### config.mk
export PLATFORM = sky130hd
export DESIGN_NAME = htlp_front_flat
export DESIGN_NICKNAME = d
export VERILOG_FILES = /design/src/rtl/htlp_pkg.sv /design/src/rtl/htlp_if.sv /design/src/rtl/htlp_front.sv /design/src/flat_wrapper.sv
export SDC_FILE = /design/constraint.sdc
export NUM_CORES = 1
export LEC_CHECK = 0
export BUFFER_PORTS_ARGS = -buffer_cell sky130_fd_sc_hd__buf_2
export CELL_PAD_IN_SITES_DETAIL_PLACEMENT = 0
export CELL_PAD_IN_SITES_GLOBAL_PLACEMENT = 1
export CORE_UTILIZATION = 33
export CTS_CLUSTER_SIZE = 8
export DETAILED_ROUTE_END_ITERATION = 12
export MAX_ROUTING_LAYER = met4
export PLACE_DENSITY = 0.75
export SLEW_MARGIN = 20
export SYNTH_ARGS = -nofsm -noshare
export SYNTH_HDL_FRONTEND = slang
export SYNTH_SLANG_ARGS = --single-unit
### constraint.sdc
create_clock -name i_clk -period 5.9 [get_ports i_clk]
set_input_delay 0 -clock i_clk [delete_from_list [all_inputs] [get_ports i_clk]]
set_output_delay 0 -clock i_clk [all_outputs]
set_load 0.02 [all_outputs]
### src/rtl/htlp_pkg.sv
// Package for the linear-probing hash table insert block.
// Holds shared constants, code values and state types; no dependencies.
package htlp_pkg;

    localparam int DEF_DEPTH      = 16;
    localparam int DEF_KEY_BITS   = 34;
    localparam int DEF_VALUE_BITS = 32;

    localparam int TABLE_SIZE_W = 5;
    localparam int SLOT_W       = 4;
    localparam int SLOT_COUNT   = 2 ** SLOT_W;
    localparam int STATUS_W     = 2;
    localparam int PROBES_W     = 5;

    localparam logic [TABLE_SIZE_W-1:0] TABLE_SIZE_RESET = 5'd10;

    localparam logic OP_INSERT = 1'b0;
    localparam logic OP_READ   = 1'b1;

    localparam logic [STATUS_W-1:0] ST_HOME    = 2'd0;
    localparam logic [STATUS_W-1:0] ST_PROBED  = 2'd1;
    localparam logic [STATUS_W-1:0] ST_DROPPED = 2'd2;
    localparam logic [STATUS_W-1:0] ST_READ    = 2'd3;

    // Classification of a queued item.
    typedef enum logic [1:0] {
        CLS_READ,
        CLS_DROP,
        CLS_INSERT
    } t_cls;

    typedef enum logic [1:0] {
        F_IDLE,
        F_DIV,
        F_PUSH
    } t_front_state;

    typedef enum logic [1:0] {
        B_CLEAR,
        B_IDLE,
        B_READ,
        B_PROBE
    } t_back_state;

endpackage

### src/rtl/htlp_if.sv
// Handshake interfaces for the hash table block: request, result and config channels.
// Depends on htlp_pkg for the fixed field widths.
interface htlp_req_if
    import htlp_pkg::*;
#(
    parameter int KEY_BITS   = DEF_KEY_BITS,
    parameter int VALUE_BITS = DEF_VALUE_BITS
);
    logic                  valid;
    logic                  ready;
    logic                  op;
    logic [KEY_BITS-1:0]   key;
    logic [VALUE_BITS-1:0] value;
    logic [SLOT_W-1:0]     slot;

    modport source (output valid, op, key, value, slot, input ready);
    modport sink   (input valid, op, key, value, slot, output ready);
endinterface


### src/rtl/htlp_front.sv
// Front part: accepts requests, classifies them and computes the home slot
// as key modulo table size, one key bit per cycle. Depends on htlp_pkg, htlp_if.
module htlp_front
    import htlp_pkg::*;
#(
    parameter int DEPTH      = DEF_DEPTH,
    parameter int KEY_BITS   = DEF_KEY_BITS,
    parameter int VALUE_BITS = DEF_VALUE_BITS,
    parameter int QW         = 2 + $clog2(DEPTH) + KEY_BITS + VALUE_BITS
) (
    input  logic                    i_clk,
    input  logic                    i_rst_n,
    htlp_req_if.sink                i_req,
    input  logic [TABLE_SIZE_W-1:0] i_eff_size,
    input  logic                    i_clr_busy,
    output logic                    o_push,
    output logic [QW-1:0]           o_entry,
    input  logic                    i_full
);

    localparam int AW = $clog2(DEPTH);
    localparam int BW = $clog2(KEY_BITS);

    t_front_state r_state, n_state;

    t_cls                    r_cls, n_cls;
    logic [AW-1:0]           r_addr, n_addr;
    logic [KEY_BITS-1:0]     r_key, n_key;
    logic [VALUE_BITS-1:0]   r_value, n_value;
    logic [TABLE_SIZE_W-1:0] r_rem, n_rem;
    logic [BW-1:0]           r_bit, n_bit;

    logic [AW-1:0]           slot_map [SLOT_COUNT];
    logic [TABLE_SIZE_W:0]   rem_shift;
    logic [TABLE_SIZE_W-1:0] rem_step;

    // Read slots wrap modulo the memory depth; the map is fixed at elaboration.
    for (genvar g = 0; g < SLOT_COUNT; g++) begin : g_slot_map
        assign slot_map[g] = AW'(g % DEPTH);
    end

    // Restoring remainder step: the remainder stays below the size, so one
    // conditional subtract is enough.
    always_comb begin
        rem_shift = {r_rem, r_key[r_bit]};
        if (rem_shift >= {1'b0, i_eff_size}) begin
            rem_step = TABLE_SIZE_W'(rem_shift - {1'b0, i_eff_size});
        end else begin
            rem_step = rem_shift[TABLE_SIZE_W-1:0];
        end
    end

    always_ff @(posedge i_clk) begin
        if (!i_rst_n) begin
            r_state <= F_IDLE;
        end else begin
            r_state <= n_state;
        end
    end

    always_ff @(posedge i_clk) begin
        r_cls   <= n_cls;
        r_addr  <= n_addr;
        r_key   <= n_key;
        r_value <= n_value;
        r_rem   <= n_rem;
        r_bit   <= n_bit;
    end

    always_comb begin
        n_state     = r_state;
        n_cls       = r_cls;
        n_addr      = r_addr;
        n_key       = r_key;
        n_value     = r_value;
        n_rem       = r_rem;
        n_bit       = r_bit;
        i_req.ready = 1'b0;
        o_push      = 1'b0;

        case (r_state)
            F_IDLE: begin
                i_req.ready = !i_clr_busy;
                if (i_req.valid && !i_clr_busy) begin
                    n_key   = i_req.key;
                    n_value = i_req.value;
                    n_addr  = slot_map[i_req.slot];
                    n_rem   = '0;
                    n_bit   = BW'(KEY_BITS - 1);
                    if (i_req.op == OP_READ) begin
                        n_cls   = CLS_READ;
                        n_state = F_PUSH;
                    end else if (i_req.key == '0) begin
                        n_cls   = CLS_DROP;
                        n_state = F_PUSH;
                    end else begin
                        n_cls   = CLS_INSERT;
                        n_state = F_DIV;
                    end
                end
            end
            F_DIV: begin
                n_rem = rem_step;
                n_bit = r_bit - 1'b1;
                if (r_bit == '0) begin
                    n_addr  = AW'(rem_step);
                    n_state = F_PUSH;
                end
            end
            F_PUSH: begin
                if (!i_full) begin
                    o_push  = 1'b1;
                    n_state = F_IDLE;
                end
            end
            default: begin
                n_state = F_IDLE;
            end
        endcase
    end

    assign o_entry = {r_cls, r_addr, r_key, r_value};

endmodule

### src/flat_wrapper.sv
// flat-port wrapper written by rule: the top's interface ports become plain ports
module htlp_front_flat import htlp_pkg::*;
#(
    parameter int DEPTH      = DEF_DEPTH,
    parameter int KEY_BITS   = DEF_KEY_BITS,
    parameter int VALUE_BITS = DEF_VALUE_BITS,
    parameter int QW         = 2 + $clog2(DEPTH) + KEY_BITS + VALUE_BITS
)
  (i_clk, i_rst_n, i_eff_size, i_clr_busy, o_push, o_entry, i_full, i_req_valid, i_req_op, i_req_key, i_req_value, i_req_slot, i_req_ready);
  htlp_req_if #(.KEY_BITS(KEY_BITS), .VALUE_BITS(VALUE_BITS)) i_req_i ();
  input  logic i_clk;
  input  logic i_rst_n;
  input  logic [TABLE_SIZE_W-1:0] i_eff_size;
  input  logic i_clr_busy;
  output logic o_push;
  output logic [QW-1:0] o_entry;
  input  logic i_full;
  input wire logic [$bits(i_req_i.valid)-1:0] i_req_valid;
  input wire logic [$bits(i_req_i.op)-1:0] i_req_op;
  input wire logic [$bits(i_req_i.key)-1:0] i_req_key;
  input wire logic [$bits(i_req_i.value)-1:0] i_req_value;
  input wire logic [$bits(i_req_i.slot)-1:0] i_req_slot;
  output wire logic [$bits(i_req_i.ready)-1:0] i_req_ready;
  assign i_req_i.valid = i_req_valid;
  assign i_req_i.op = i_req_op;
  assign i_req_i.key = i_req_key;
  assign i_req_i.value = i_req_value;
  assign i_req_i.slot = i_req_slot;
  assign i_req_ready = i_req_i.ready;
  htlp_front #(.DEPTH(DEPTH), .KEY_BITS(KEY_BITS), .VALUE_BITS(VALUE_BITS), .QW(QW)) u_core (.i_clk(i_clk), .i_rst_n(i_rst_n), .i_req(i_req_i), .i_eff_size(i_eff_size), .i_clr_busy(i_clr_busy), .o_push(o_push), .o_entry(o_entry), .i_full(i_full));
endmodule
# After elaboration in Yosys (flattened, before gate mapping)
# Memories as Yosys holds them, arrays and structs flattened.
# Cells that the tools add are included.
[totals]
regBits = 85
output_inout_bits = 74
word_cells = 51
inputBits = 81
mem_count = 1
romBits = 64
[op_classes]
n_addsub = 2
reduce_logical = 10
mux = 22
eq_ne = 5
magnitude_cmp = 3
n_bitwise = 1
[memory_table]
columns = ["name", "words", "width", "read_ports", "rd_clocked_by_memory_dff", "write_ports", "line_no", "rtl"]
rows = [
  ["(no name shown)", 16, 4, 1, 0, 0, "htlp_front.sv:87", "n_addr = slot_map[i_req.slot];"],
]
[ops]
columns = ["op", "n"]
rows = [
  ["$logic_not A34 Y1", 1],
  ["$mux W4", 4],
  ["$mux W2", 6],
  ["$pmux W6 S2", 1],
  ["$mux W5", 2],
  ["$pmux W5 S2", 1],
  ["$pmux W4 S2", 1],
  ["$lt A6 B7 Y1 const B", 1],
  ["$bmux W1 S6", 1],
  ["$ge A6 B5 Y1", 1],
  ["$logic_not A6 Y1", 1],
  ["$mux W6", 1],
  ["$pmux W2 S3", 1],
  ["$reduce_and A3 Y1", 2],
  ["$sub A6 B1 Y6 const B", 1],
  ["$ge A5 B5 Y1 const B", 1],
  ["$not A4 Y5", 1],
  ["$sub A5 B5 Y5", 1],
  ["$mux W1", 4],
  ["$ne A2 B1 Y1 const B", 2],
  ["$reduce_and A2 Y1", 2],
  ["$eq A2 B1 Y1 const B", 1],
  ["$eq A2 B2 Y1 const B", 1],
  ["$logic_not A2 Y1", 1],
  ["4 further kinds", 4],
]

# Depth between registers and ports, before layout
[logic_depth]
ltp_word = 6
ltp_mapped = 14

# Worst setup path after synthesis
# Ideal clock, no wire load.
[synth_path]
path_type = "register to register"
startpoint = "reg u_core.r_state[0]"
endpoint = "reg u_core.r_cls[0] (enable)"
required_time_ns = 5.322
slack_ns = 0.235
path_stages_with_launch = 3
n_path_buf = 1
arrival_time_ns = 5.087
cell_sequence = "dfxtp_1 buf_2 nor3_1"
[synth_via]
elab_chain_len = 2
[synth_lines]
columns = ["item", "line_no", "rtl"]
rows = [
  ["from (decl)", "htlp_front.sv:24", "t_front_state r_state, n_state;"],
  ["from (signal assigned)", "htlp_front.sv:57", "r_state <= n_state;"],
  ["$logic_not A2 Y1", "htlp_front.sv:81", "case (r_state)"],
  ["$reduce_and A2 Y1 (no source line)", "n/a", ""],
  ["to (signal assigned)", "htlp_front.sv:62", "r_cls <= n_cls;"],
  ["to (decl)", "htlp_front.sv:26", "t_cls r_cls, n_cls;"],
]
# Every way passes these cells.
# A chain may end at the register's enable or synchronous reset.

# Worst setup path in the final report
[layout_path]
startpoint = "reg u_core.r_bit[0]"
endpoint = "reg u_core.r_addr[0], data pin"
[layout_via]
elab_chain_len = 6
[layout_lines]
columns = ["item", "line_no", "rtl"]
rows = [
  ["from (decl)", "htlp_front.sv:31", "logic [BW-1:0] r_bit, n_bit;"],
  ["from (signal assigned)", "htlp_front.sv:67", "r_bit <= n_bit;"],
  ["$bmux W1 S6 *", "htlp_front.sv:45", "rem_shift = {r_rem, r_key[r_bit]};"],
  ["$mux W1 (not written as such) *", "htlp_front.sv:45", ""],
  ["$sub A5 B5 Y5 / $ge A6 B5 Y1 (equally long branches)", "htlp_front.sv:47, htlp_front.sv:46", ""],
  ["$mux W5 *", "htlp_front.sv:46", "if (rem_shift >= {1'b0, i_eff_size}) begin"],
  ["$mux W4 *", "htlp_front.sv:105", "if (r_bit == '0) begin"],
  ["$pmux W4 S2 *", "htlp_front.sv:81", ""],
  ["via u_core.n_addr[0]", "htlp_front.sv:27", "logic [AW-1:0] r_addr, n_addr;"],
  ["to (signal assigned)", "htlp_front.sv:63", "r_addr <= n_addr;"],
  ["to (decl)", "htlp_front.sv:27", ""],
]
# Mark *: on every way through the listed nets, which the timed path passes. The rest lies on a longest branch. The select of a mux whose other input is x is not followed.

==> results.toml <==
[outcome]
status = "finished clean"

[floorplanning]
coreArea_um2 = 10300
rows = 37
start_util_pct = 33.9
ioPinCount = 155
die_w_um = 105
die_y_um = 105
die_area_um2 = 11000

[worst_setup_path]
crit_fanout = 15
worstPathArrival_ns = 3.98
startpoint_type = "register"
path_class = "register to register"
crit_path_max_incr_delay_ns = 0.81
crit_path_end_kind = "register"
crit_chain = "mux4_2, a22oi_1, nand4_1, a21oi_1, ha_1, inv_1, fa_1, a21o_1, a21o_1, a21o_2, a211oi_2, o31ai_1"
required_ns = 6.00
path_common_cell = "a21o_1"
worst_path_max_delay_cell = "edfxtp_1"

[timing]
grt_setup_unrepaired = "no"
slew_headroom_pct = 44.4
hold_viol = 0
tns_ns = 0
finalSetupViolations = 0
fin_crit_ns = 3.88
period_share_pct = 65.8
fin_worst_skew_ns = 0.00540
slew_violations = 0
tightest_slew_ns = 0.834
max_freq_mhz = 258

[clock_network]
cts_buffers = 9
clk_pin_slew_ns = 0.09
cts_tree = "yes"
clock_latency_ns = 0.36
htree_levels = 3
cts_num_sinks = 85
cts_buffer_depth = 2
clockRootBuffer = "clkbuf_8"

[global_routing]
grt_first_pass_wirelength_mm = 15.1
antenna_found_initial = 0
grt_pass1_vias = 2996
grt_overflow = 0
grtUsageTotal_pct = 18.7
grt_max_degree = 69

[synthesis]
postSynthCellCount = 211
yosysSeqAreaShare_pct = 72.7
synth_compound_area_share_pct = 5.71
synth_simple_gate_area_share_pct = 8.87
synthAdderAreaFrac_pct = 3.09
synth_top_area_cell = "edfxtp_1"
synth_top_family_by_area = "simple AND/OR/NAND/NOR gates"
synth_fp_nets = 300
synth_area_leaders = "edfxtp_1 (72%), mux4_2 (3.2%), ha_1 (2.5%), nor4_1 (1.6%), nand2_1 (1.3%)"
synth_top_area_share_pct = 71.5
syn_area_per_cell_um2 = 16.5
synth_mux_area_share_pct = 5.96
ys_seq_elements = 85
synth.yosys.warnings = 0
syn-cell-area_um2 = 3480
synthXorXnorAreaFrac_pct = 1.26
netlist-cell-type-count = 44

[route]
totalWireLength_mm = 9.55
avgViaCountPerCell = 4.79
via_count = 2809
ant_nets = 0
wl_per_cell_um = 16.3
drt-initial-drc-count = 106
drtPass1Iterations = 6
drc = 0

[min_path]
min_path_type = "input pin to register"

[layout]
areaGrowthSynthToFinish_pct = 52.4
drive_gt1_share_pct = 41.0
final_cell_mix = "buf_2 (154), edfxtp_1 (83), dlygate4sd3_1 (73)"
finish.instance_area_um2 = 5310
final_nets = 535
antenna_cells = 0
final_common_cell = "buf_2"

[place]
gp_congestion = 0.807
dpl_cell_area_um2 = 4390
dp_hpwl_mm = 6.34
portBuffers = 154

[pwr]
p_per_area_nw_per_um2 = 247
ir_worst_vdd_uv = 143
p_total_mw = 1.31
leakagePower_nw = 2.16

[flow_run]
drv_cap = 0
[kinds of logic (layout without fill, tap and decap cells)]
| logic type | after synthesis | in the layout |
|---|---|---|
| adder cells (fa/ha/maj) | 8 | 8 |
| XOR/XNOR | 5 | 5 |
| AND/OR/NAND/NOR | 60 | 60 |
| multiplexers | 12 | 12 |
| flip-flops | 85 | 85 |
| buffers and inverters | 14 | 254 |
| AO/OA/AOI/OAI | 27 | 27 |
[power by group]
group / internal [mW] / switching (mW) / leakage [nW]
logic: 0.0967 / 0.105 / 1.28
registers: 0.701 / 0.0191 / 0.790
clock network: 0.158 / 0.231 / 0.0886
total: 0.956 / 0.355 / 2.16
[cells in the mapped netlist]
cell,count
buf_2,1
a21oi_1,2
mux4_2,5
nand2b_1,2
nor2b_1,2
edfxtp_1,83
buf_4,2
ha_1,7
inv_1,9
xor2_1,1
o21ai_0,5
nor4_1,9
a211oi_2,1
o21a_1,1
a21o_1,3
and3b_1,1
xnor2_1,4
o311ai_0,1
fa_1,1
and2_1,3
dfxtp_1,2
a221oi_2,1
mux2_2,3
a21boi_0,1
o41ai_1,1
nor4b_1,1
and2b_1,1
buf_12,1
a22oi_1,3
a21o_2,1
a31oi_1,2
buf_6,1
o31ai_1,1
a211oi_1,4
nor2_1,12
mux2i_1,2
or3_1,1
mux4_1,1
nor3_1,8
nand2_1,12
nand3_1,4
nor3b_1,2
mux2_4,1
nand4_1,2
[flip-flops by register name, summed over array words and instances, names as in the netlist]
signal / cells
u_core.r_value: 32
u_core.r_cls: 2
u_core.r_addr: 4
u_core.r_rem: 5
u_core.r_bit: 6
u_core.r_state: 2
u_core.r_key: 34
[area by class of cell]
| cell class | count | area (µm²) |
|---|---|---|
| clock buffer | 9 | 124 |
| clock inverter | 7 | 62.6 |
| fill | 889 | 4970 |
| inverter | 9 | 33.8 |
| multi-input combinational | 112 | 872 |
| sequential | 85 | 2530 |
| tap | 136 | 170 |
| timing repair buffer | 229 | 1520 |
[what timing repair did]
item | 4_1_cts | 5_1_grt
gates resized for setup | 0 | 0
hold buffers | 73 | 0
buffers inserted | 0 | 0
endpoints found under the hold margin | 74 | 0
[worst paths after layout]
path                                  start                              to  slack (ns)  cells after the start
max           u_core.r_bit[0]$_SDFFCE_PN1P_      u_core.r_addr[0]$_DFFE_PP_        2.02                     12
min                             i_req_valid  u_core.r_state[0]$_SDFFE_PN0P_        0.15                      4
max reg2reg   u_core.r_bit[0]$_SDFFCE_PN1P_      u_core.r_addr[0]$_DFFE_PP_        2.02                     12
min reg2reg  u_core.r_state[1]$_SDFFE_PN0P_  u_core.r_state[1]$_SDFFE_PN0P_        0.59                      2
[routing by layer]
layer | GRT usage (%) | up-vias | part of all wire [%]
met4 | 8.15 | 0 | 2.8
li1 | - | 1299 | -
met2 | 32.2 | 139 | 52
met5 | - | - | 0
met1 | 20.9 | 1346 | 39
met3 | 4.24 | 25 | 5.9
[metrics by stage]
stage	std cells	util, %	hold WS (ns)	setup WS, ns
final	587	51.7	0.151	2.02
after global routing	587	51.7	0.184	1.69
after CTS	587	51.7	0.149	1.98
after detailed placement	498	42.8	0.178	2.01
after global placement	498	42.8	0.176	2.08
after floorplan	211	-	0.0795	0.235
[worst max-delay path: cells and delay by family, from the launching register on]
family	cells	cell delay [ns]
AO/OA/AOI/OAI	7	1.40
adder cells (fa/ha/maj)	2	0.58
buffers and inverters	1	0.05
flip-flops	1	0.81
multiplexers	1	0.59
AND/OR/NAND/NOR	1	0.19
No activity file was read; power rests on OpenSTA's default activity.
