File: config.mk
export PLATFORM = sky130hd
export DESIGN_NAME = htlp_queue
export DESIGN_NICKNAME = d
export VERILOG_FILES = /design/src/rtl/htlp_queue.sv
export SDC_FILE = /design/constraint.sdc
export NUM_CORES = 1
export LEC_CHECK = 0
export BUFFER_PORTS_ARGS = -buffer_cell sky130_fd_sc_hd__buf_4
export CORE_MARGIN = 2
export CORE_UTILIZATION = 49
export CTS_CLUSTER_DIAMETER = 50
export CTS_CLUSTER_SIZE = 30
export DETAILED_ROUTE_END_ITERATION = 7
export GPL_ROUTABILITY_DRIVEN = 0
export PLACE_DENSITY_LB_ADDON = 0.08
export SETUP_SLACK_MARGIN = 0.02
export SYNTH_ARGS = -nofsm -noshare
export SYNTH_HDL_FRONTEND = slang
export SYNTH_SLANG_ARGS = --single-unit
File: constraint.sdc
create_clock -name i_clk -period 1.7 [get_ports i_clk]
set_clock_uncertainty 0.15 [all_clocks]
set_input_delay 0.34 -clock i_clk [delete_from_list [all_inputs] [get_ports i_clk]]
set_output_delay 0.34 -clock i_clk [all_outputs]
set_load 0.005 [all_outputs]
File: src/rtl/htlp_queue.sv
// Two-entry flop queue between the front and back parts of the hash table block.
// No dependencies.
module htlp_queue #(
    parameter int WIDTH = 8
) (
    input  logic             i_clk,
    input  logic             i_rst_n,
    input  logic             i_push,
    input  logic [WIDTH-1:0] i_data,
    output logic             o_full,
    input  logic             i_pop,
    output logic [WIDTH-1:0] o_data,
    output logic             o_empty
);

    logic [WIDTH-1:0] r_data [2];
    logic             r_wp;
    logic             r_rp;
    logic [1:0]       r_cnt;

    always_ff @(posedge i_clk) begin
        if (!i_rst_n) begin
            r_wp  <= 1'b0;
            r_rp  <= 1'b0;
            r_cnt <= 2'd0;
        end else begin
            if (i_push) begin
                r_wp <= ~r_wp;
            end
            if (i_pop) begin
                r_rp <= ~r_rp;
            end
            r_cnt <= r_cnt + 2'(i_push) - 2'(i_pop);
        end
    end

    always_ff @(posedge i_clk) begin
        if (i_push) begin
            r_data[r_wp] <= i_data;
        end
    end

    assign o_full  = (r_cnt == 2'd2);
    assign o_empty = (r_cnt == 2'd0);
    assign o_data  = r_data[r_rp];

endmodule

# Word level (Yosys, flattened, before mapping)
# Memory sizes are Yosys's and may differ from the RTL's. A register that Yosys moved wholly into a read port is not among the register bits.
# Cells that the tools add are included.
# word_totals
n_memories	1
input_bits	12
regBits	4
out_inout_bits	10
ramBits	16
# memory_table
name	words	word_bits	rd	rd_ports_with_merged_regs	write_ports	line	source
r_data	2	8	1	1	1	16	logic [WIDTH-1:0] r_data [2];
# op_classes
n_reduce_logical	1
n_bitwise	2
eq_ne	1
n_mux	4
add_sub_neg	2
# op_table
cell	count
1-bit 2-to-1 mux	4
2-bit by 1-bit adder with 2-bit output	1
2-bit == test, second input constant	1
2-bit zero test	1
1-bit inverter	2
2-bit by 1-bit subtractor with 2-bit output	1

# Depth between registers and ports, before layout
# Gate-level depths: netlist (run 1).
# depth
depth_word	3
mapped_depth	6
ltp_nobuf	6

# Worst setup path before layout (run 1)
# OpenSTA, ideal clock, no wires.
# synth_path
kind	input port to flip-flop
from	input i_push
to	memory r_data[0][0] (enable)
setup_ps	375
t_required_ps	1175
path_stages	1
setup_slack_ps	383
t_arrival_ps	792
cell_sequence	nor2b_1
# synth_via
elab_chain_len	2
# synth_lines
item	line	source
start: declaration	8	input logic i_push,
1-bit 2-to-1 mux	38	if (i_push) begin
1-bit 2-to-1 mux (not written as such)	39	r_data[r_wp] <= i_data;
end: declaration	16	
# No other way between the ends.

==> reports/summary.txt, run 1 <==
Post-CTS Hold Buffers: 0
final worst slack: 0.0269 ns
first-pass GRT wire length: 1870 um
post-route ant nets: 0
later-pin clock latency in the skew report: 0.29 ns
antenna violations before repair: 0
initial core utilization: 52.5%
Hold Path Sink: r_data[1][7]$_DFFE_PP_
Inserted Diodes: 0
Pins Over Slew Limit: 0
num rows: 14
Least-Margin Pin Slew: 0.405 ns
RSZ-0062 raised after global routing: yes
reg2reg setup slack: 0.33 ns
Seq cells post-synth: 21
detailed-route DRC error count: 0
maximum vdd drop: 0.645 mV
Port Buf Inserts: 21
Synth cell types: 12
Clock Path Buffers: 2
remaining global-route overflow: 0
Routed Wire Length: 1130 um
post-route minimum period: 1.67 ns
CP delay by family, top: flip-flops
Mapped Cells: 46
hold path startpoint: i_data[7]
Final Hold Viols: 0
Slowest-stage cell, CP: dfxtp_4
footprint of the multi-input gates: 238 um^2
CP arrival: 1.18 ns
share of cells above drive strength 1: 48.6%
R2R cell count: 6
yosys warns: 0
crit-path cells: mux2_4 -> buf_6
Synthesized Nets: 60
post-synthesis cell area: 801 um^2
Filler Cell Count: 108
CP bufs+invs: 1
CTS tree: done
Via Count: 435
I/O pin count: 22
Setup violations, final: 0
clock-pin slew on the worst setup and hold paths: 0.11 ns
Slew Limit Headroom: 73.0%
post-DP HPWL: 840 um
delay of the slowest critical-path stage: 0.45 ns
Highest Clock Rate: 0.598 GHz
first-pass iteration count of the detailed router: 3
reg2reg end: r_cnt[1]$_SDFF_PN0_
CP startpoint kind: flop
Final Instance Count excl. Fillers: 88
commonest non-fill, non-tap cells in the layout: edfxtp_1, buf_4, mux2_4, buf_6
commonest non-fill, non-tap cell in the layout: edfxtp_1
status: complete, no violations
hold path cells: 1
Seq/Total Area, Yosys: 72.5%
Vias per Instance: 4.94
Tot GR Track Use: 13.9%
Pwr Density: 970 nW/um^2
Layout area overhead: 34.7%
R2R Path Start: r_cnt[0]$_SDFF_PN0_
CTS Sinks: 21
kind of critical path: flop to output pin
DR WL/cell: 12.8 um
core area: 1520 um^2
largest net degree at the start of global routing: 12
Die Area: 1970 um^2
final core utilization: 70.8%
initial drt markers: 6
Clock Tree Root: clkbuf_4
Inst Count DP: 84
Max-Cap Viols: 0
leakage power: 0.000454 uW
CP required: 1.21 ns
FF/Latch Area: 584 um^2
worst hold path type: primary input to flop
period utilization: 98.4%
# H-tree levels: 1
Avg Cell Area, Syn: 17.4 um^2
layout net count: 87
vias in the first global route: 435
Crit Path Max Fanout: 8
CTS Buf Count: 3
CP endpoint kind: output pin
die width: 44.4 um
die span in y: 44.4 um
Setup WS pre-CTS: 0.177 ns
==> stage by stage <==
step           total power, uW  TNS [ns]  hold slack (ns)  instance area (um^2)
6_report                  1050         0           0.0706                  1080
5_1_grt                   1090   -0.0865           0.0520                  1080
4_1_cts                   1030         0           0.0620                  1020
3_5_place_dp               799         0            0.379                   988
3_3_place_gp               794         0            0.375                   988
2_1_floorplan              709         0            0.289                   801
==> cell families after synthesis <==
logic type	Yosys count	share of synthesized area [%]
compound gates	1	0.938
xor+xnor	2	3.91
fa+ha+maj	2	3.12
buf+inv	3	1.56
flops	21	72.5
mux	8	11.3
simple gates	9	6.72
==> worst register-to-register path, stage by stage, from the launching register on <==
cell	delay [ns]
dfxtp_1	0.37
inv_1	0.05
ha_1	0.26
inv_1	0.05
ha_1	0.14
xnor3_1	0.20
nor2b_1	0.10
==> state kept, by name, indices dropped and copies added (netlist names), named ones only <==
register  flops
r_wp          1
r_data       16
r_rp          1
r_cnt         2
==> timing repair <==
item | CTS | global route
pin swaps | 0 | 0
setup buffers | 0 | 0
endpoints found under the setup margin | 8 | 8
gates resized for setup | 2 | 16
endpoints found under the hold margin | 0 | 0
==> synth_stat cells, drive strengths merged <==
cell type / count / area [um^2]
and2: 4 / 25.0
buf: 1 / 5.00
dfxtp: 5 / 100
edfxtp: 16 / 480
ha: 2 / 25.0
inv: 2 / 7.51
mux2: 8 / 90.1
nor2: 1 / 3.75
nor2b: 4 / 25.0
o21a: 1 / 7.51
xnor3: 1 / 22.5
xor2: 1 / 8.76
==> cell type report <==
type,instances,share of cell area (%)
inverter,2,0.696
multi-input combinational,22,22.0
sequential,21,54.2
tap,16,1.86
clock buffer,4,2.44
timing repair buffer,23,18.8
==> how the worst max path moves through the flow <==
stage / start / end / slack (ns) / cells past startpoint
after floorplan: i_push / r_data[0][0]$_DFFE_PP_ / 0.38 / 1
after global placement: flop / o_data[1] / 0.19 / 2
after CTS: flop / o_data[1] / 0.0004 / 2
after global routing: flop / o_data[7] / -0.01 / 2
after detailed placement: flop / o_data[1] / 0.18 / 2
final: flop / o_data[3] / 0.03 / 2
==> routing by layer <==
| metal | part of all wire, % | global-route usage [%] | routed length, um |
|---|---|---|---|
| met1 | 44 | 16.8 | 491 |
| met5 | 0 | 0 | 0 |
| met4 | 0.71 | 9.09 | 8 |
| met3 | 3.3 | 2.45 | 37 |
| met2 | 52 | 22.6 | 587 |
==> power by group <==
| group | internal (uW) | switching, uW | leakage (uW) |
|---|---|---|---|
| combinational | 139 | 59.0 | 0.000247 |
| clock | 91.2 | 140 | 0.0000150 |
| sequential | 591 | 25.3 | 0.000192 |
No activity file was read; power rests on OpenSTA's default activity.
==> inputs of run 2 (changes only) <==
CORE_UTILIZATION = 52   (was 49)
CTS_BUF_LIST = sky130_fd_sc_hd__clkbuf_8   (was default)
SLEW_MARGIN = 10   (was default)
==> reports/summary.txt, run 2 (synthesized netlist as in run 1, its figures left out) <==
Filler Cell Count: 111 (+2.8%)
Pins Over Slew Limit: 0 (unchanged)
top flop regs: r_data: 16 flops, r_cnt: 2 flops
Clock Path Buffers: 2 (unchanged)
RSZ-0062 raised after global routing: no
commonest non-fill, non-tap cell in the layout: buf_4
hold path cells: 1 (unchanged)
CTS Buf Count: 3 (unchanged)
leakage power: 0.000421 uW (-7.3%)
DR WL/cell: 12.6 um (-1.8%)
R2R Path Start: r_cnt[0]$_SDFF_PN0_
Crit Path Max Fanout: 8 (unchanged)
Tot GR Track Use: 13.8% (-0.051 points)
kind of critical path: flop to output pin
die width: 43.2 um (-2.7%)
Routed Wire Length: 1090 um (-2.9%)
Fin Setup TNS: 0 ns (unchanged)
share of cells above drive strength 1: 47.9% (-0.72 points)
later-pin clock latency in the skew report: 0.24 ns (-0.05 ns)
Clock Tree Root: clkbuf_8
max reg flops: 16 (unchanged)
met3 wire length: 50 um (+35%)
Pwr Density: 1050 nW/um^2 (+8.0%)
Top Metal Used: met3
Post-CTS Hold Buffers: 0 (unchanged)
Inserted Diodes: 0 (unchanged)
clock-pin slew on the worst setup and hold paths: 0.07 ns (-0.04 ns)
first-pass iteration count of the detailed router: 1 (-2)
reg2reg end: r_cnt[1]$_SDFF_PN0_
Setup violations, final: 0 (unchanged)
hold path startpoint: i_data[0]
initial drt markers: 0 (-6)
post-route ant nets: 0 (unchanged)
Hold Path Sink: r_data[1][0]$_DFFE_PP_
worst hold path type: primary input to flop
vias in the first global route: 444 (+2.1%)
DR WL met2: 590 um (+0.51%)
CP startpoint kind: flop
CTS tree: done
# H-tree levels: 1 (unchanged)
antenna violations before repair: 0 (unchanged)
Layout area overhead: 28.6%
Highest Clock Rate: 0.617 GHz (+3.2%)
register with the most flip-flops: r_data
num rows: 14 (unchanged)
period utilization: 95.4% (-3.1 points)
Vias per Instance: 4.78 (-3.3%)
Setup Fix Bufs, Post-CTS: 0 (unchanged)
remaining global-route overflow: 0 (unchanged)
Max-Cap Viols: 0 (unchanged)
CP endpoint kind: output pin
detailed-route DRC error count: 0 (unchanged)
final instance area: 1030 um^2 (-4.5%)
CTS Sinks: 21 (unchanged)
initial core utilization: 54.4% (+1.9 points)
reg2reg setup slack: 0.34 ns (about the same)
I/O pin count: 22 (unchanged)
Post-DP Area: 981 um^2 (-0.76%)
post-route minimum period: 1.62 ns (-0.0520 ns)
M1 wire length: 451 um (-8.1%)
first-pass GRT wire length: 1840 um (-1.4%)
Via Count: 416 (-4.4%)
core area: 1470 um^2 (-3.4%)
die span in y: 43.2 um (-2.7%)
footprint of the multi-input gates: 208 um^2 (-13%)
Slew Limit Headroom: 77.2% (+4.2 points)
R2R cell count: 6 (unchanged)
Die Area: 1870 um^2 (-5.3%)
CP arrival: 1.13 ns (-0.05 ns)
Least-Margin Pin Slew: 0.342 ns (-0.0629 ns)
status: complete, no violations
maximum vdd drop: 0.799 mV (+24%)
post-DP HPWL: 846 um (+0.70%)
Final Hold Viols: 0 (unchanged)
Port Buf Inserts: 21 (unchanged)
layout net count: 86 (-1.1%)
largest net degree at the start of global routing: 12 (unchanged)
CP required: 1.21 ns (about the same)
commonest non-fill, non-tap cells in the layout: buf_4, edfxtp_1, mux2_2
FF/Latch Area: 584 um^2 (unchanged)
## run 2: cell count changes in the layout (fill, tap and decap cells not counted), moves of 3 or more
cell / delta
buf_4: +7
buf_6: -8
clkbuf_4: -3
clkbuf_8: +3
mux2_2: +8
mux2_4: -8
## run 2: report_power, final
part / switching, uW / internal [uW] / total (uW)
Clock: 136 / 160 / 296
Combinational: 55.4 / 114 / 170
Sequential: 21.2 / 592 / 613
## run 2: worst max path at each step
stage	start	end	slack, ns	cells after the start
after floorplan	i_push	r_data[0][0]$_DFFE_PP_	0.38	1
after global placement	flop	o_data[5]	0.19	2
after detailed placement	flop	o_data[5]	0.19	2
after CTS	flop	o_data[5]	0.03	2
after global routing	flop	o_data[5]	0.03	2
final	flop	o_data[5]	0.08	2
## run 2: critical path, cell delays in order (launching register included)
cell     delay, ns
dfxtp_4       0.40
mux2_2        0.35
buf_4         0.13
## run 2: cell type report
type	instances	share of cell area (%)
clock inverters	1	0.365
inverters	2	0.729
well taps	16	1.94
clock buffers	3	4.01
multi-input cells	22	20.2
repair buffers	22	16.0
flip-flops and latches	21	56.7
## run 2: timing repair
item | in CTS | in global routing
gates resized for setup | 1 | 1
hold endpoints to repair | 0 | 0
endpoints found under the setup margin | 8 | 8
pin swaps | 0 | 0
## run 2: per-layer routing
layer / vias to the layer above / GRT usage, %
met3: 0 / 2.55
li1: 213 / -
met4: 0 / 3.64
met5: - / 0
met1: 192 / 16.2
met2: 11 / 25.4
## run 2: metrics by stage
stage / power [uW] / hold slack [ns] / utilization [%] / std cells / setup WS [ns]
after CTS: 1090 / 0.124 / 69.8 / 87 / 0.0280
after detailed placement: 797 / 0.377 / 66.7 / 83 / 0.187
final: 1080 / 0.125 / 70.0 / 87 / 0.0789
after floorplan: 709 / 0.289 / - / 46 / 0.383
after global placement: 792 / 0.375 / 66.7 / 83 / 0.186
after global routing: 1140 / 0.118 / 70.0 / 87 / 0.0344
==> inputs of run 3 (changes only) <==
ABC_AREA = 1   (was default)
ABC_CLOCK_PERIOD_IN_PS = 1700   (was default)
CORE_UTILIZATION = 53   (was 52)
==> reports/summary.txt, run 3 <==
Layout area overhead: 32.7%
initial drt markers: 7 (+7)
final worst slack: 0.0563 ns (-0.0226 ns)
Clock Path Buffers: 2 (unchanged)
antenna violations before repair: 0 (unchanged)
core area: 1490 um^2 (+1.2%)
hold path startpoint: i_data[5]
R2R cell count: 8 (+2)
Inserted Diodes: 0 (unchanged)
Seq/Total Area, Yosys: 69.4% (-3.1 points)
Port Buf Inserts: 21 (unchanged)
Mapped Cells: 58 (+26%)
RSZ-0062 raised after global routing: yes
Via Count: 494 (+19%)
Crit Path Max Fanout: 8 (unchanged)
post-synthesis cell area: 837 um^2 (+4.5%)
reg2reg setup slack: 0.26 ns (-0.08 ns)
Setup Fix Bufs, Post-CTS: 0 (unchanged)
Tot GR Track Use: 16.3% (+2.5 points)
synth top area cells: edfxtp_1, mux2_4, dfxtp_1
Vias per Instance: 4.89 (+2.3%)
top flop regs: r_data: 16 flops, r_cnt: 2 flops
CTS tree: done
Yosys top cell area share: 57.4% (-2.6 points)
count leader, synth: edfxtp_1
kind of critical path: flop to output pin
Pwr Total: 1100 uW (+1.7%)
Slew Limit Headroom: 77.9% (+0.74 points)
M1 wire length: 502 um (+11%)
period utilization: 96.7% (+1.3 points)
post-route minimum period: 1.64 ns (+0.0226 ns)
num rows: 14 (unchanged)
final core utilization: 74.6% (+4.6 points)
Seq cells post-synth: 21 (unchanged)
met3 wire length: 75 um (+50%)
CTS Sinks: 21 (unchanged)
Pins Over Slew Limit: 0 (unchanged)
dominant cell type by area after synthesis: edfxtp_1
reg2reg end: r_cnt[1]$_SDFF_PN0_
die span in y: 43.7 um (+1.2%)
R2R Path Start: r_cnt[0]$_SDFF_PN0_
Max-Cap Viols: 0 (unchanged)
# H-tree levels: 1 (unchanged)
DR WL/cell: 12.4 um (-1.1%)
detailed-route DRC error count: 0 (unchanged)
crit path to: o_data[6]
vias in the first global route: 524 (+18%)
CP endpoint kind: output pin
maximum vdd drop: 0.792 mV (-0.82%)
Setup violations, final: 0 (unchanged)
status: complete, no violations
Final Hold Viols: 0 (unchanged)
commonest non-fill, non-tap cell in the layout: edfxtp_1
commonest non-fill, non-tap cells in the layout: edfxtp_1, buf_4, nor2_1
register with the most flip-flops: r_data
yosys warns: 0 (unchanged)
Routed Wire Length: 1250 um (+15%)
CTS Buf Count: 3 (unchanged)
Top Metal Used: met4
Fin Setup TNS: 0 ns (unchanged)
die width: 43.7 um (+1.2%)
largest net degree at the start of global routing: 13 (+1)
post-DP HPWL: 951 um (+12%)
post-route ant nets: 0 (unchanged)
worst hold path type: primary input to flop
remaining global-route overflow: 0 (unchanged)
Clock Tree Root: clkbuf_8
Die Area: 1910 um^2 (+2.3%)
Pwr Density: 987 nW/um^2 (-5.8%)
Highest Clock Rate: 0.608 GHz (-1.4%)
Least-Margin Pin Slew: 0.331 ns (-0.0114 ns)
asr flop ratio synth: 0% (unchanged)
dominant synthesized flop cell: edfxtp_1
clock-pin slew on the worst setup and hold paths: 0.07 ns (about the same)
initial core utilization: 56.2% (+1.8 points)
CP arrival: 1.15 ns (+0.02 ns)
DR WL met2: 657 um (+11%)
Post-synth EDFFs: 16 (unchanged)
first-pass iteration count of the detailed router: 3 (+2)
later-pin clock latency in the skew report: 0.25 ns (about the same)
max reg flops: 16 (unchanged)
CP startpoint kind: flop
Synth cell types: 10 (-2)
Setup WS pre-CTS: 0.184 ns (-0.00330 ns)
I/O pin count: 22 (unchanged)
leakage power: 0.000500 uW (+19%)
Avg Cell Area, Syn: 14.4 um^2 (-17%)
commonest cells in the netlist: edfxtp_1, nor2_1, mux2_4, nand2_1, inv_1
layout net count: 100 (+16%)
Synthesized Nets: 72 (+20%)
first-pass GRT wire length: 2090 um (+13%)
share of cells above drive strength 1: 43.5% (-4.4 points)
CP required: 1.21 ns (about the same)
run 3: cell count changes in the layout (fill, tap and decap cells not counted), sizes merged:
| cell | change |
|---|---|
| a21oi | +1 |
| and2 | -4 |
| buf | +2 |
| clkinv | +1 |
| inv | +4 |
| nand2 | +8 |
| nand3 | +1 |
| nor2 | +8 |
| nor2b | -4 |
| o21a | -1 |
| xnor3 | -1 |
| xor2 | -1 |
run 3: critical path: stages (launching register included):
cell     delay, ns
dfxtp_2       0.33
buf_8         0.14
mux2_4        0.31
buf_6         0.12
run 3: through the flow:
step                      instance area, um^2  instances  hold WS (ns)
final                                    1110        101         0.115
after global routing                     1110        101         0.104
after detailed placement                 1030         97         0.348
after CTS                                1080        101         0.108
after global placement                   1030         97         0.332
after floorplan                           837         58         0.283
run 3: cell type report:
type	count	area [um^2]
Clock inverter	1	5.00
Sequential cell	21	582
Multi-Input combinational cell	29	219
Tap cell	16	20.0
Inverter	7	26.3
Clock buffer	3	41.3
Fill cell	101	378
Timing Repair Buffer	24	218
run 3: kinds of logic after synthesis:
group           after synthesis  share of synthesized area [%]
compound gates                1                          0.597
flops                        21                           69.4
buf+inv                       8                           4.48
simple gates                 18                           8.22
mux                           8                           14.4
fa+ha+maj                     2                           2.99
run 3: how the worst min path moves through the flow:
stage / to / slack, ns / depth (start not counted)
after CTS: r_data[1][5]$_DFFE_PP_ / 0.11 / 1
after detailed placement: flop / 0.35 / 2
final: r_data[1][5]$_DFFE_PP_ / 0.12 / 1
after global routing: r_data[1][2]$_DFFE_PP_ / 0.10 / 1
after floorplan: r_cnt[0]$_SDFF_PN0_ / 0.28 / 2
after global placement: r_rp$_SDFFE_PN0P_ / 0.33 / 2
run 3: repair_timing:
action | 4_1_cts | 5_1_grt
resized for setup | 2 | 9
endpoints found under the setup margin | 8 | 8
hold buffers | 0 | 0
run 3: layer usage:
layer  track usage, %  vias to the layer above
met5                0                        -
met2             27.9                       15
met1             16.5                      230
met3             5.42                        2
li1                 -                      247
met4             10.9                        0
run 3: report_power, final:
| part | switching (uW) | internal [uW] |
|---|---|---|
| combinational | 71.5 | 111 |
| sequential | 13.5 | 588 |
| clock | 150 | 163 |
| total | 235 | 862 |
