File: src/rtl/htlp_pkg.sv
// Package for the linear-probing hash table insert block.
// Holds shared constants, code values and state types; no dependencies.
package htlp_pkg;

    localparam int DEF_DEPTH      = 16;
    localparam int DEF_KEY_BITS   = 34;
    localparam int DEF_VALUE_BITS = 32;

    localparam int TABLE_SIZE_W = 5;
    localparam int SLOT_W       = 4;
    localparam int SLOT_COUNT   = 2 ** SLOT_W;
    localparam int STATUS_W     = 2;
    localparam int PROBES_W     = 5;

    localparam logic [TABLE_SIZE_W-1:0] TABLE_SIZE_RESET = 5'd10;

    localparam logic OP_INSERT = 1'b0;
    localparam logic OP_READ   = 1'b1;

    localparam logic [STATUS_W-1:0] ST_HOME    = 2'd0;
    localparam logic [STATUS_W-1:0] ST_PROBED  = 2'd1;
    localparam logic [STATUS_W-1:0] ST_DROPPED = 2'd2;
    localparam logic [STATUS_W-1:0] ST_READ    = 2'd3;

    // Classification of a queued item.
    typedef enum logic [1:0] {
        CLS_READ,
        CLS_DROP,
        CLS_INSERT
    } t_cls;

    typedef enum logic [1:0] {
        F_IDLE,
        F_DIV,
        F_PUSH
    } t_front_state;

    typedef enum logic [1:0] {
        B_CLEAR,
        B_IDLE,
        B_READ,
        B_PROBE
    } t_back_state;

endpackage

File: src/rtl/htlp_if.sv


interface htlp_res_if
    import htlp_pkg::*;
#(
    parameter int KEY_BITS   = DEF_KEY_BITS,
    parameter int VALUE_BITS = DEF_VALUE_BITS
);
    logic                  valid;
    logic                  ready;
    logic [STATUS_W-1:0]   status;
    logic [SLOT_W-1:0]     where;
    logic [PROBES_W-1:0]   probes;
    logic [KEY_BITS-1:0]   slot_key;
    logic [VALUE_BITS-1:0] slot_value;

    modport source (output valid, status, where, probes, slot_key, slot_value, input ready);
    modport sink   (input valid, status, where, probes, slot_key, slot_value, output ready);
endinterface


File: src/rtl/htlp_ram.sv
// Generic single-write, single-read RAM with a registered read port.
// No dependencies.
module htlp_ram #(
    parameter int WIDTH = 8,
    parameter int DEPTH = 16
) (
    input  logic                     i_clk,
    input  logic                     i_we,
    input  logic [$clog2(DEPTH)-1:0] i_waddr,
    input  logic [WIDTH-1:0]         i_wdata,
    input  logic [$clog2(DEPTH)-1:0] i_raddr,
    output logic [WIDTH-1:0]         o_rdata
);

    logic [WIDTH-1:0] r_mem [DEPTH];
    logic [WIDTH-1:0] r_rdata;

    always_ff @(posedge i_clk) begin
        if (i_we) begin
            r_mem[i_waddr] <= i_wdata;
        end
        r_rdata <= r_mem[i_raddr];
    end

    assign o_rdata = r_rdata;

endmodule

File: src/rtl/htlp_back.sv
// Back part: clears the slot memory after reset, then carries out reads and
// linear-probe inserts and holds the result register. Depends on htlp_pkg,
// htlp_if and htlp_ram.
module htlp_back
    import htlp_pkg::*;
#(
    parameter int DEPTH      = DEF_DEPTH,
    parameter int KEY_BITS   = DEF_KEY_BITS,
    parameter int VALUE_BITS = DEF_VALUE_BITS,
    parameter int QW         = 2 + $clog2(DEPTH) + KEY_BITS + VALUE_BITS
) (
    input  logic                    i_clk,
    input  logic                    i_rst_n,
    input  logic [TABLE_SIZE_W-1:0] i_eff_size,
    output logic                    o_clr_busy,
    input  logic [QW-1:0]           i_entry,
    input  logic                    i_empty,
    output logic                    o_pop,
    htlp_res_if.source              o_res
);

    localparam int AW = $clog2(DEPTH);
    localparam int RW = KEY_BITS + VALUE_BITS;

    t_back_state r_state, n_state;

    logic [AW-1:0]           r_clr_addr, n_clr_addr;
    logic [AW-1:0]           r_idx, n_idx;
    logic [AW-1:0]           r_home, n_home;
    logic [PROBES_W-1:0]     r_count, n_count;
    logic [KEY_BITS-1:0]     r_key, n_key;
    logic [VALUE_BITS-1:0]   r_val, n_val;

    logic                    r_out_valid, n_out_valid;
    logic [STATUS_W-1:0]     r_status, n_status;
    logic [SLOT_W-1:0]       r_where, n_where;
    logic [PROBES_W-1:0]     r_probes, n_probes;
    logic [KEY_BITS-1:0]     r_okey, n_okey;
    logic [VALUE_BITS-1:0]   r_oval, n_oval;

    logic                    we;
    logic [AW-1:0]           waddr;
    logic [RW-1:0]           wdata;
    logic [AW-1:0]           raddr;
    logic [RW-1:0]           rdata;
    logic [KEY_BITS-1:0]     rd_key;
    logic [VALUE_BITS-1:0]   rd_val;
    logic [AW-1:0]           nxt;

    t_cls                    e_cls;
    logic [AW-1:0]           e_addr;
    logic [KEY_BITS-1:0]     e_key;
    logic [VALUE_BITS-1:0]   e_val;

    htlp_ram #(
        .WIDTH (RW),
        .DEPTH (DEPTH)
    ) u_store (
        .i_clk   (i_clk),
        .i_we    (we),
        .i_waddr (waddr),
        .i_wdata (wdata),
        .i_raddr (raddr),
        .o_rdata (rdata)
    );

    assign rd_key = rdata[RW-1:VALUE_BITS];
    assign rd_val = rdata[VALUE_BITS-1:0];

    assign e_cls  = t_cls'(i_entry[QW-1:QW-2]);
    assign e_addr = i_entry[QW-3:RW];
    assign e_key  = i_entry[RW-1:VALUE_BITS];
    assign e_val  = i_entry[VALUE_BITS-1:0];

    // Next probe position, wrapping at the effective table size.
    assign nxt = ((32'(r_idx) + 1) == 32'(i_eff_size)) ? '0 : r_idx + 1'b1;

    always_ff @(posedge i_clk) begin
        if (!i_rst_n) begin
            r_state     <= B_CLEAR;
            r_clr_addr  <= '0;
            r_out_valid <= 1'b0;
        end else begin
            r_state     <= n_state;
            r_clr_addr  <= n_clr_addr;
            r_out_valid <= n_out_valid;
        end
    end

    always_ff @(posedge i_clk) begin
        r_idx    <= n_idx;
        r_home   <= n_home;
        r_count  <= n_count;
        r_key    <= n_key;
        r_val    <= n_val;
        r_status <= n_status;
        r_where  <= n_where;
        r_probes <= n_probes;
        r_okey   <= n_okey;
        r_oval   <= n_oval;
    end

    always_comb begin
        n_state     = r_state;
        n_clr_addr  = r_clr_addr;
        n_idx       = r_idx;
        n_home      = r_home;
        n_count     = r_count;
        n_key       = r_key;
        n_val       = r_val;
        n_out_valid = r_out_valid && !o_res.ready;
        n_status    = r_status;
        n_where     = r_where;
        n_probes    = r_probes;
        n_okey      = r_okey;
        n_oval      = r_oval;
        we          = 1'b0;
        waddr       = r_idx;
        wdata       = {r_key, r_val};
        raddr       = r_idx;
        o_pop       = 1'b0;

        case (r_state)
            B_CLEAR: begin
                we         = 1'b1;
                waddr      = r_clr_addr;
                wdata      = '0;
                n_clr_addr = r_clr_addr + 1'b1;
                if (r_clr_addr == AW'(DEPTH - 1)) begin
                    n_state = B_IDLE;
                end
            end
            B_IDLE: begin
                // Only one item is in flight here, so an empty result register
                // at pop time stays free until that item finishes.
                if (!i_empty && !r_out_valid) begin
                    o_pop   = 1'b1;
                    n_key   = e_key;
                    n_val   = e_val;
                    n_home  = e_addr;
                    n_idx   = e_addr;
                    n_count = '0;
                    raddr   = e_addr;
                    case (e_cls)
                        CLS_READ:   n_state = B_READ;
                        CLS_INSERT: n_state = B_PROBE;
                        default: begin
                            n_out_valid = 1'b1;
                            n_status    = ST_DROPPED;
                            n_where     = '0;
                            n_probes    = '0;
                            n_okey      = '0;
                            n_oval      = '0;
                        end
                    endcase
                end
            end
            B_READ: begin
                n_out_valid = 1'b1;
                n_status    = ST_READ;
                n_where     = SLOT_W'(r_idx);
                n_probes    = '0;
                n_okey      = rd_key;
                n_oval      = rd_val;
                n_state     = B_IDLE;
            end
            B_PROBE: begin
                if (rd_key == '0) begin
                    we          = 1'b1;
                    n_out_valid = 1'b1;
                    n_status    = (r_count == '0) ? ST_HOME : ST_PROBED;
                    n_where     = SLOT_W'(r_idx);
                    n_probes    = r_count;
                    n_okey      = r_key;
                    n_oval      = r_val;
                    n_state     = B_IDLE;
                end else if (nxt == r_home) begin
                    n_out_valid = 1'b1;
                    n_status    = ST_DROPPED;
                    n_where     = SLOT_W'(r_home);
                    n_probes    = PROBES_W'(i_eff_size - 1'b1);
                    n_okey      = '0;
                    n_oval      = '0;
                    n_state     = B_IDLE;
                end else begin
                    n_idx   = nxt;
                    n_count = r_count + 1'b1;
                    raddr   = nxt;
                end
            end
            default: begin
                n_state = B_IDLE;
            end
        endcase
    end

    assign o_clr_busy       = (r_state == B_CLEAR);
    assign o_res.valid      = r_out_valid;
    assign o_res.status     = r_status;
    assign o_res.where      = r_where;
    assign o_res.probes     = r_probes;
    assign o_res.slot_key   = r_okey;
    assign o_res.slot_value = r_oval;

endmodule

File: src/flat_wrapper.sv
// flat-port wrapper written by rule: the top's interface ports become plain ports
module htlp_back_flat import htlp_pkg::*;
#(
    parameter int DEPTH      = DEF_DEPTH,
    parameter int KEY_BITS   = DEF_KEY_BITS,
    parameter int VALUE_BITS = DEF_VALUE_BITS,
    parameter int QW         = 2 + $clog2(DEPTH) + KEY_BITS + VALUE_BITS
)
  (i_clk, i_rst_n, i_eff_size, o_clr_busy, i_entry, i_empty, o_pop, o_res_valid, o_res_status, o_res_where, o_res_probes, o_res_slot_key, o_res_slot_value, o_res_ready);
  htlp_res_if #(.KEY_BITS(KEY_BITS), .VALUE_BITS(VALUE_BITS)) o_res_i ();
  input  logic i_clk;
  input  logic i_rst_n;
  input  logic [TABLE_SIZE_W-1:0] i_eff_size;
  output logic o_clr_busy;
  input  logic [QW-1:0] i_entry;
  input  logic i_empty;
  output logic o_pop;
  output wire logic [$bits(o_res_i.valid)-1:0] o_res_valid;
  output wire logic [$bits(o_res_i.status)-1:0] o_res_status;
  output wire logic [$bits(o_res_i.where)-1:0] o_res_where;
  output wire logic [$bits(o_res_i.probes)-1:0] o_res_probes;
  output wire logic [$bits(o_res_i.slot_key)-1:0] o_res_slot_key;
  output wire logic [$bits(o_res_i.slot_value)-1:0] o_res_slot_value;
  input wire logic [$bits(o_res_i.ready)-1:0] o_res_ready;
  assign o_res_valid = o_res_i.valid;
  assign o_res_status = o_res_i.status;
  assign o_res_where = o_res_i.where;
  assign o_res_probes = o_res_i.probes;
  assign o_res_slot_key = o_res_i.slot_key;
  assign o_res_slot_value = o_res_i.slot_value;
  assign o_res_i.ready = o_res_ready;
  htlp_back #(.DEPTH(DEPTH), .KEY_BITS(KEY_BITS), .VALUE_BITS(VALUE_BITS), .QW(QW)) u_core (.i_clk(i_clk), .i_rst_n(i_rst_n), .i_eff_size(i_eff_size), .o_clr_busy(o_clr_busy), .i_entry(i_entry), .i_empty(i_empty), .o_pop(o_pop), .o_res(o_res_i));
endmodule
File: config.mk
export PLATFORM = sky130hd
export DESIGN_NAME = htlp_back_flat
export DESIGN_NICKNAME = d
export VERILOG_FILES = /design/src/rtl/htlp_pkg.sv /design/src/rtl/htlp_if.sv /design/src/rtl/htlp_ram.sv /design/src/rtl/htlp_back.sv /design/src/flat_wrapper.sv
export SDC_FILE = /design/constraint.sdc
export NUM_CORES = 1
export LEC_CHECK = 0
export BUFFER_PORTS_ARGS = -buffer_cell sky130_fd_sc_hd__clkbuf_2
export CORE_ASPECT_RATIO = 2
export CORE_UTILIZATION = 25
export DETAILED_ROUTE_END_ITERATION = 12
export PLACE_DENSITY_LB_ADDON = 0.25
export SYNTH_ARGS = -nofsm -noshare
export SYNTH_HDL_FRONTEND = slang
export SYNTH_SLANG_ARGS = --single-unit
File: constraint.sdc
create_clock -name i_clk -period 8.35 [get_ports i_clk]
set_clock_uncertainty 0.05 [all_clocks]
set_input_delay 0.835 -clock i_clk [delete_from_list [all_inputs] [get_ports i_clk]]
set_output_delay 0.835 -clock i_clk [all_outputs]
set_load 0.05 [all_outputs]
# Word level (Yosys, flattened, before mapping)
# Memories as Yosys holds them, arrays and structs flattened. A register that Yosys moved wholly into a read port is not among the register bits.
# Index checks and enable logic that the tools add are counted.
word_totals:
  n_memories: 1
  word_cells: 103
  inputBits: 81
  output_inout_bits: 80
  register_bits: 163
  ramBits: 1056
mem_list:
  columns: ["memory", "depth", "word_bits", "read_ports", "rd_clocked_by_memory_dff", "write_ports", "line", "rtl"]
  rows:
  - ["u_core.u_store.r_mem", 16, 66, 1, 1, 1, "htlp_ram.sv:15", "logic [WIDTH-1:0] r_mem [DEPTH];"]
op_classes:
  n_mux: 54
  add_sub_neg: 5
  reduce_logical: 16
  eq_ne: 14
ops:
  columns: ["op", "n"]
  rows:
  - ["two-way mux 34 bit", 4]
  - ["two-way mux 32 bit", 4]
  - ["case mux 34 bit (3 select lines)", 1]
  - ["case mux 32 bit (3 select lines)", 1]
  - ["two-way mux 66 bit", 1]
  - ["two-way mux 4 bit", 9]
  - ["two-way mux 5 bit", 7]
  - ["logical NOT 34 bit", 1]
  - ["== test 32 x 5 -> 1 bit", 1]
  - ["two-way mux 2 bit", 8]
  - ["case mux 5 bit (3 select lines)", 1]
  - ["case mux 4 bit (3 select lines)", 1]
  - ["AND reduction 4 bit", 3]
  - ["two-way mux 1 bit", 10]
  - ["case mux 5 bit (2 select lines)", 1]
  - ["adder 4 x 1 -> 4 bit, second input constant", 2]
  - ["case mux 2 bit (4 select lines)", 1]
  - ["case mux 4 bit (2 select lines)", 1]
  - ["== test 2 bit, second input constant", 3]
  - ["inequality test 2 bit, second input constant", 3]
  - ["inequality test 3 x 1 -> 1 bit, second input constant", 2]
  - ["case mux 2 bit (3 select lines)", 1]
  - ["adder 4 x 1 -> 5 bit, second input constant", 1]
  - ["adder 5 x 1 -> 5 bit, second input constant", 1]
  - ["16 further kinds", 21]

# Longest topological paths before layout
logic_depth:
  ltp_word: 7
  depth_mapped: 15
  depth_no_buf: 12

# By module
# Synthesis repeated with hierarchy kept, for this count alone.
hier_totals:
  hier_cells: 2208
  hier_area_um2: 47989.8
modules_own_cells:
  columns: ["module", "area_each_um2", "n_inst", "cells_per_inst"]
  rows:
  - ["htlp_ram", 40799.1, 1, 1698]
  - ["htlp_back", 7190.6, 1, 510]

# Worst setup path after synthesis
# Ideal clock, no wire load.
synth_timing:
  path_kind: "input -> register"
  startpoint: "input port i_eff_size[2]"
  endpoint: "register u_core.r_probes[0], in the netlist u_core.o_res.probes[0], enable pin"
  required_time_ns: 7.664
  path_stages: 8
  path_buffers: 1
  path_slack_ns: -0.277
  t_arrival_ns: 7.941
  setup_ns: 0.636
  cell_sequence: "buf_2 nor2b_1 o22a_1 o21ai_2 nand4_1 a221oi_4 a31oi_4 a221oi_1"
synth_via:
  elab_chain_len: 5
synth_lines:
  columns: ["element", "line", "rtl"]
  rows:
  - ["start, declared", "flat_wrapper.sv:13", "input logic [TABLE_SIZE_W-1:0] i_eff_size;"]
  - ["== test 32 x 5 -> 1 bit", "htlp_back.sv:76", "assign nxt = ((32'(r_idx) + 1) == 32'(i_eff_size)) ? '0 : r_idx + 1'b1;"]
  - ["two-way mux 4 bit", "htlp_back.sv:76", null]
  - ["== test 4 bit", "htlp_back.sv:177", "end else if (nxt == r_home) begin"]
  - ["inequality test 3 x 1 -> 1 bit (no line)", null, null]
  - ["AND reduction 4 bit (no line)", null, null]
  - ["end signal, assigned", "htlp_back.sv:98", "r_probes <= n_probes;"]
  - ["end, declared", "htlp_back.sv:37", "logic [PROBES_W-1:0] r_probes, n_probes;"]
# Every way passes these cells.
# A chain may end at the register's enable or synchronous reset.

# Final worst setup path
layout_timing:
  startpoint: "register u_core.r_idx[0]"
  endpoint: "register u_core.u_store.r_rdata[59], in the netlist u_core.u_store.o_rdata[59], read port of u_core.u_store.r_mem"
layout_via:
  elab_chain_len: 7
  word_cells_on_any_way: 9
layout_lines:
  columns: ["element", "line", "rtl"]
  rows:
  - ["start, declared", "htlp_back.sv:28", "logic [AW-1:0] r_idx, n_idx;"]
  - ["start signal, assigned", "htlp_back.sv:91", "r_idx <= n_idx;"]
  - ["adder 4 x 1 -> 5 bit", "htlp_back.sv:76", null]
  - ["== test 32 x 5 -> 1 bit", "htlp_back.sv:76", null]
  - ["two-way mux 4 bit", "htlp_back.sv:76", null]
  - ["== test 4 bit", "htlp_back.sv:177", null]
  - ["two-way mux 4 bit", "htlp_back.sv:177", null]
  - ["two-way mux 4 bit", null, null]
  - ["case mux 4 bit (2 select lines) *", "htlp_back.sv:123", "case (r_state)"]
  - ["end, declared", "htlp_ram.sv:16", "logic [WIDTH-1:0] r_rdata;"]
# Mark *: on every way between the ends. The rest lies on a longest branch, timed or not.

==> reports/metrics.yaml <==
synth_edf_count: 1208
p_leak_nw: 19.6
die_area_um2: 212000
slew_headroom_pct: 13.0
busiest_layer: "met2"
postCtsHoldBufs: 0
crit_slowest_cell: "a31oi_4"
cts_max_path_buffers: 3
grt_first_pass_wirelength_um: 252000
cts_buffers: 115
path_clk_slew_ps: 70
track_usage_pct: 16.1
crit_path_end_kind: "flop"
fmax_mhz: 166
drive_above_1_share_pct: 15.6
gr-usage-met1_pct: 20.8
syn_area_um2: 52600
cts_tree: "done"
use_met2_pct: 28.0
r2r_end: "u_core.u_store.o_rdata[59]$_DFF_P_"
layout.nets: 3481
core_um2: 209000
fin_crit_ps: 6010
avgRoutedWirePerCell_um: 28.2
maxCapViolations: 0
synthTopCellsByCount: "edfxtp_1, o2111ai_1, inv_1"
drt_iter0_drc: 2861
synth_cell_types: 63
cp_num_cells: 13
period_share_pct: 71.9
fp.dieH_um: 651
synth_area_leaders: "edfxtp_1, o2111ai_1, o211ai_1, mux2_1, dfxtp_1"
tightest_slew_ps: 1300
crit_path_end: "u_core.u_store.o_rdata[59]$_DFF_P_"
rsz0062_at_grt: "false"
required_ps: 8890
dpl.cell_count: 6021
port_buffers: 160
drt_pass1_iterations: 5
postSynthCellCount: 3352
path_class: "reg -> reg"
synth.top_cell.area_share_pct: 68.9
synth_seq_cells: 1285
grt_start_max_net_pins: 139
design_power_total_mw: 21.6
reg2reg_slack_ps: 2340
path_max_fanout: 108
power_density_nw_per_um2: 359
hp-class: "in -> reg"
insertion_delay_ps: 730
fillCellCount: 20871
cp-start-kind: "flop"
cpPeakStageDelay_ps: 800
ir_drop_mv: 0.337
setup_viol: 0
ios: 161
yosysMostFrequentCell: "edfxtp_1"
yosysTopAreaCell: "edfxtp_1"
syn_nets: 3443
slew_violations: 0
area_growth_pct: 14.3
grt_antenna_before_repair: 11
path_cells: "ha_1, xnor2_1, or2_1, nor3b_1, and4_1, o311a_1, a31oi_4, o21a_4, inv_8, buf_12, mux2_1, o2111ai_1, nand4_1"
cts.sinks: 1285
drtAntennaViolNets: 0
synth_ff_type: "edfxtp_1"
post-cts-setup-buffer-count: 0
start_util_pct: 25.2
fin_tns_setup_ps: 0
detailed_place_hpwl_um: 90500
row_count: 237
crit_path_start: "u_core.r_idx[0]$_DFF_P_"
status: "finished, final reports clean"
finalNonFillerCells: 6240
r2r_cells: 13
root_buffer: "clkbuf_16"
worstPathArrival_ps: 6540
hold_slack_ps: 233
die_w_um: 326
cp_top_family: "compound AO/OA/AOI/OAI gates"
critPathBufInv: 2
htreeDepth: 3
ctsResizeCount: 0
avgSynthCellArea_um2: 15.7
drc: 0
gr-total-overflow: 0
grt_pass1_vias: 32947
vias: 32133
r2r_start: "u_core.r_idx[0]$_DFF_P_"
async_reset_ff_share_pct: 0
routabilityCongestion: 0.764
finalHoldViolCount: 0
yosysSeqAreaShare_pct: 71.9
ys.warnings.count: 0
wl_um: 176000
grtUsageMet3_pct: 2.19
avgViaCountPerCell: 5.15
## flip-flops by register name, indices dropped and copies added (netlist names)
signal,count
u_core.r_state,2
u_core.r_key,34
u_core.r_clr_addr,4
u_core.r_count,5
u_core.o_res.status,2
u_core.u_store.r_mem,1056
u_core.u_store.o_rdata,66
u_core.o_res.where,4
u_core.r_val,32
u_core.o_res.valid,1
u_core.o_res.probes,5
u_core.o_res.slot_value,32
u_core.o_res.slot_key,34
u_core.r_home,4
u_core.r_idx,4
## worst register-to-register path: stages (launching register included)
cell       delay, ps
dfxtp_1          710
ha_1             340
xnor2_1          130
or2_1            280
nor3b_1          140
and4_1           220
o311a_1          370
a31oi_4          800
o21a_4           740
inv_8            450
buf_12           320
mux2_1           870
o2111ai_1        270
nand4_1          180
## cells by family (layout without fill, tap and decap cells)
group / Yosys count / in the layout / share of synthesized area (%)
xor gates and xnor gates: 16 / 16 / 0.292
buffers and inverters: 601 / 739 / 4.61
adders and majority gates: 10 / 10 / 0.238
AOI/OAI and AO/OA: 904 / 904 / 14.3
muxes: 275 / 275 / 5.88
other: 0 / 2 / 0
and+or+nand+nor: 261 / 261 / 2.79
DFF: 1285 / 1285 / 71.9
## power breakdown
group	leakage (nW)	switching [mW]	internal [mW]
registers	11.9	0.483	8.61
clock network	1.81	2.47	2.85
logic	5.85	5.29	1.90
## worst min path at each step
stage | end | slack (ps) | startpoint | depth (start not counted)
6_report | u_core.r_key[32]$_DFFE_PP_ | 230 | i_entry[64] | 1
4_1_cts | u_core.r_key[6]$_DFFE_PP_ | 180 | i_entry[38] | 1
2_1_floorplan | u_core.o_res.slot_value[0]$_DFFE_PP_ | 460 | u_core.u_store.o_rdata[0]$_DFF_P_ | 1
5_1_grt | u_core.r_val[21]$_DFFE_PP_ | 200 | i_entry[21] | 1
3_5_place_dp | u_core.o_res.slot_value[31]$_DFFE_PP_ | 470 | u_core.u_store.o_rdata[31]$_DFF_P_ | 1
3_3_place_gp | u_core.o_res.slot_value[29]$_DFFE_PP_ | 470 | u_core.u_store.o_rdata[29]$_DFF_P_ | 1
## per-stage QoR
stage / instance area [µm²] / setup slack [ps] / utilization [%]
floorplan: 52600 / 2380 / -
global placement: 56500 / 2450 / 27.1
detailed placement: 56500 / 2440 / 27.1
CTS: 60200 / 2480 / 28.8
global route: 60200 / 2180 / 28.8
finish: 60200 / 2340 / 28.8
## layout make-up
| class | instances | area, µm² | area share [%] |
|---|---|---|---|
| flip-flops and latches | 1285 | 37800 | 62.8 |
| multi-input cells | 1466 | 12600 | 21.0 |
| well taps | 2748 | 3440 | 5.71 |
| clock buffers | 166 | 3270 | 5.44 |
| repair buffers | 243 | 1560 | 2.59 |
| inverters | 279 | 1060 | 1.77 |
| clock inverters | 51 | 399 | 0.663 |
| diodes | 2 | 5.00 | 0.00832 |
## cells in the final DEF (no fill, tap or decap), types with 3 or more instances in the layout
cell type,count
edfxtp_1,1208
o2111ai_1,528
inv_1,274
o211ai_1,264
mux2_1,174
clkbuf_2,160
clkbuf_16,118
mux2_2,90
dfxtp_1,77
buf_4,72
nor2b_1,71
nand4_1,69
a22o_1,66
clkbuf_1,34
nor2_1,28
nand2_1,28
clkinv_2,24
nor2_4,17
clkinv_1,14
clkbuf_8,14
a21oi_1,13
buf_12,11
mux2i_1,9
nor4_1,8
xnor2_1,8
ha_1,8
nand3_1,7
xor2_1,7
inv_6,7
o21ai_0,6
and3_1,5
and2_1,5
bufinv_16,4
o21a_1,3
a221oi_4,3
nor3b_1,3
o311a_1,3
nor3_1,3
clkinvlp_4,3
## routing by layer
layer / up-vias / wire [µm]
met5: - / 62
met4: 10 / 4040
met3: 231 / 8990
met2: 1062 / 88000
met1: 17100 / 74600
li1: 13730 / -
Power figures use the tool's default switching activity.
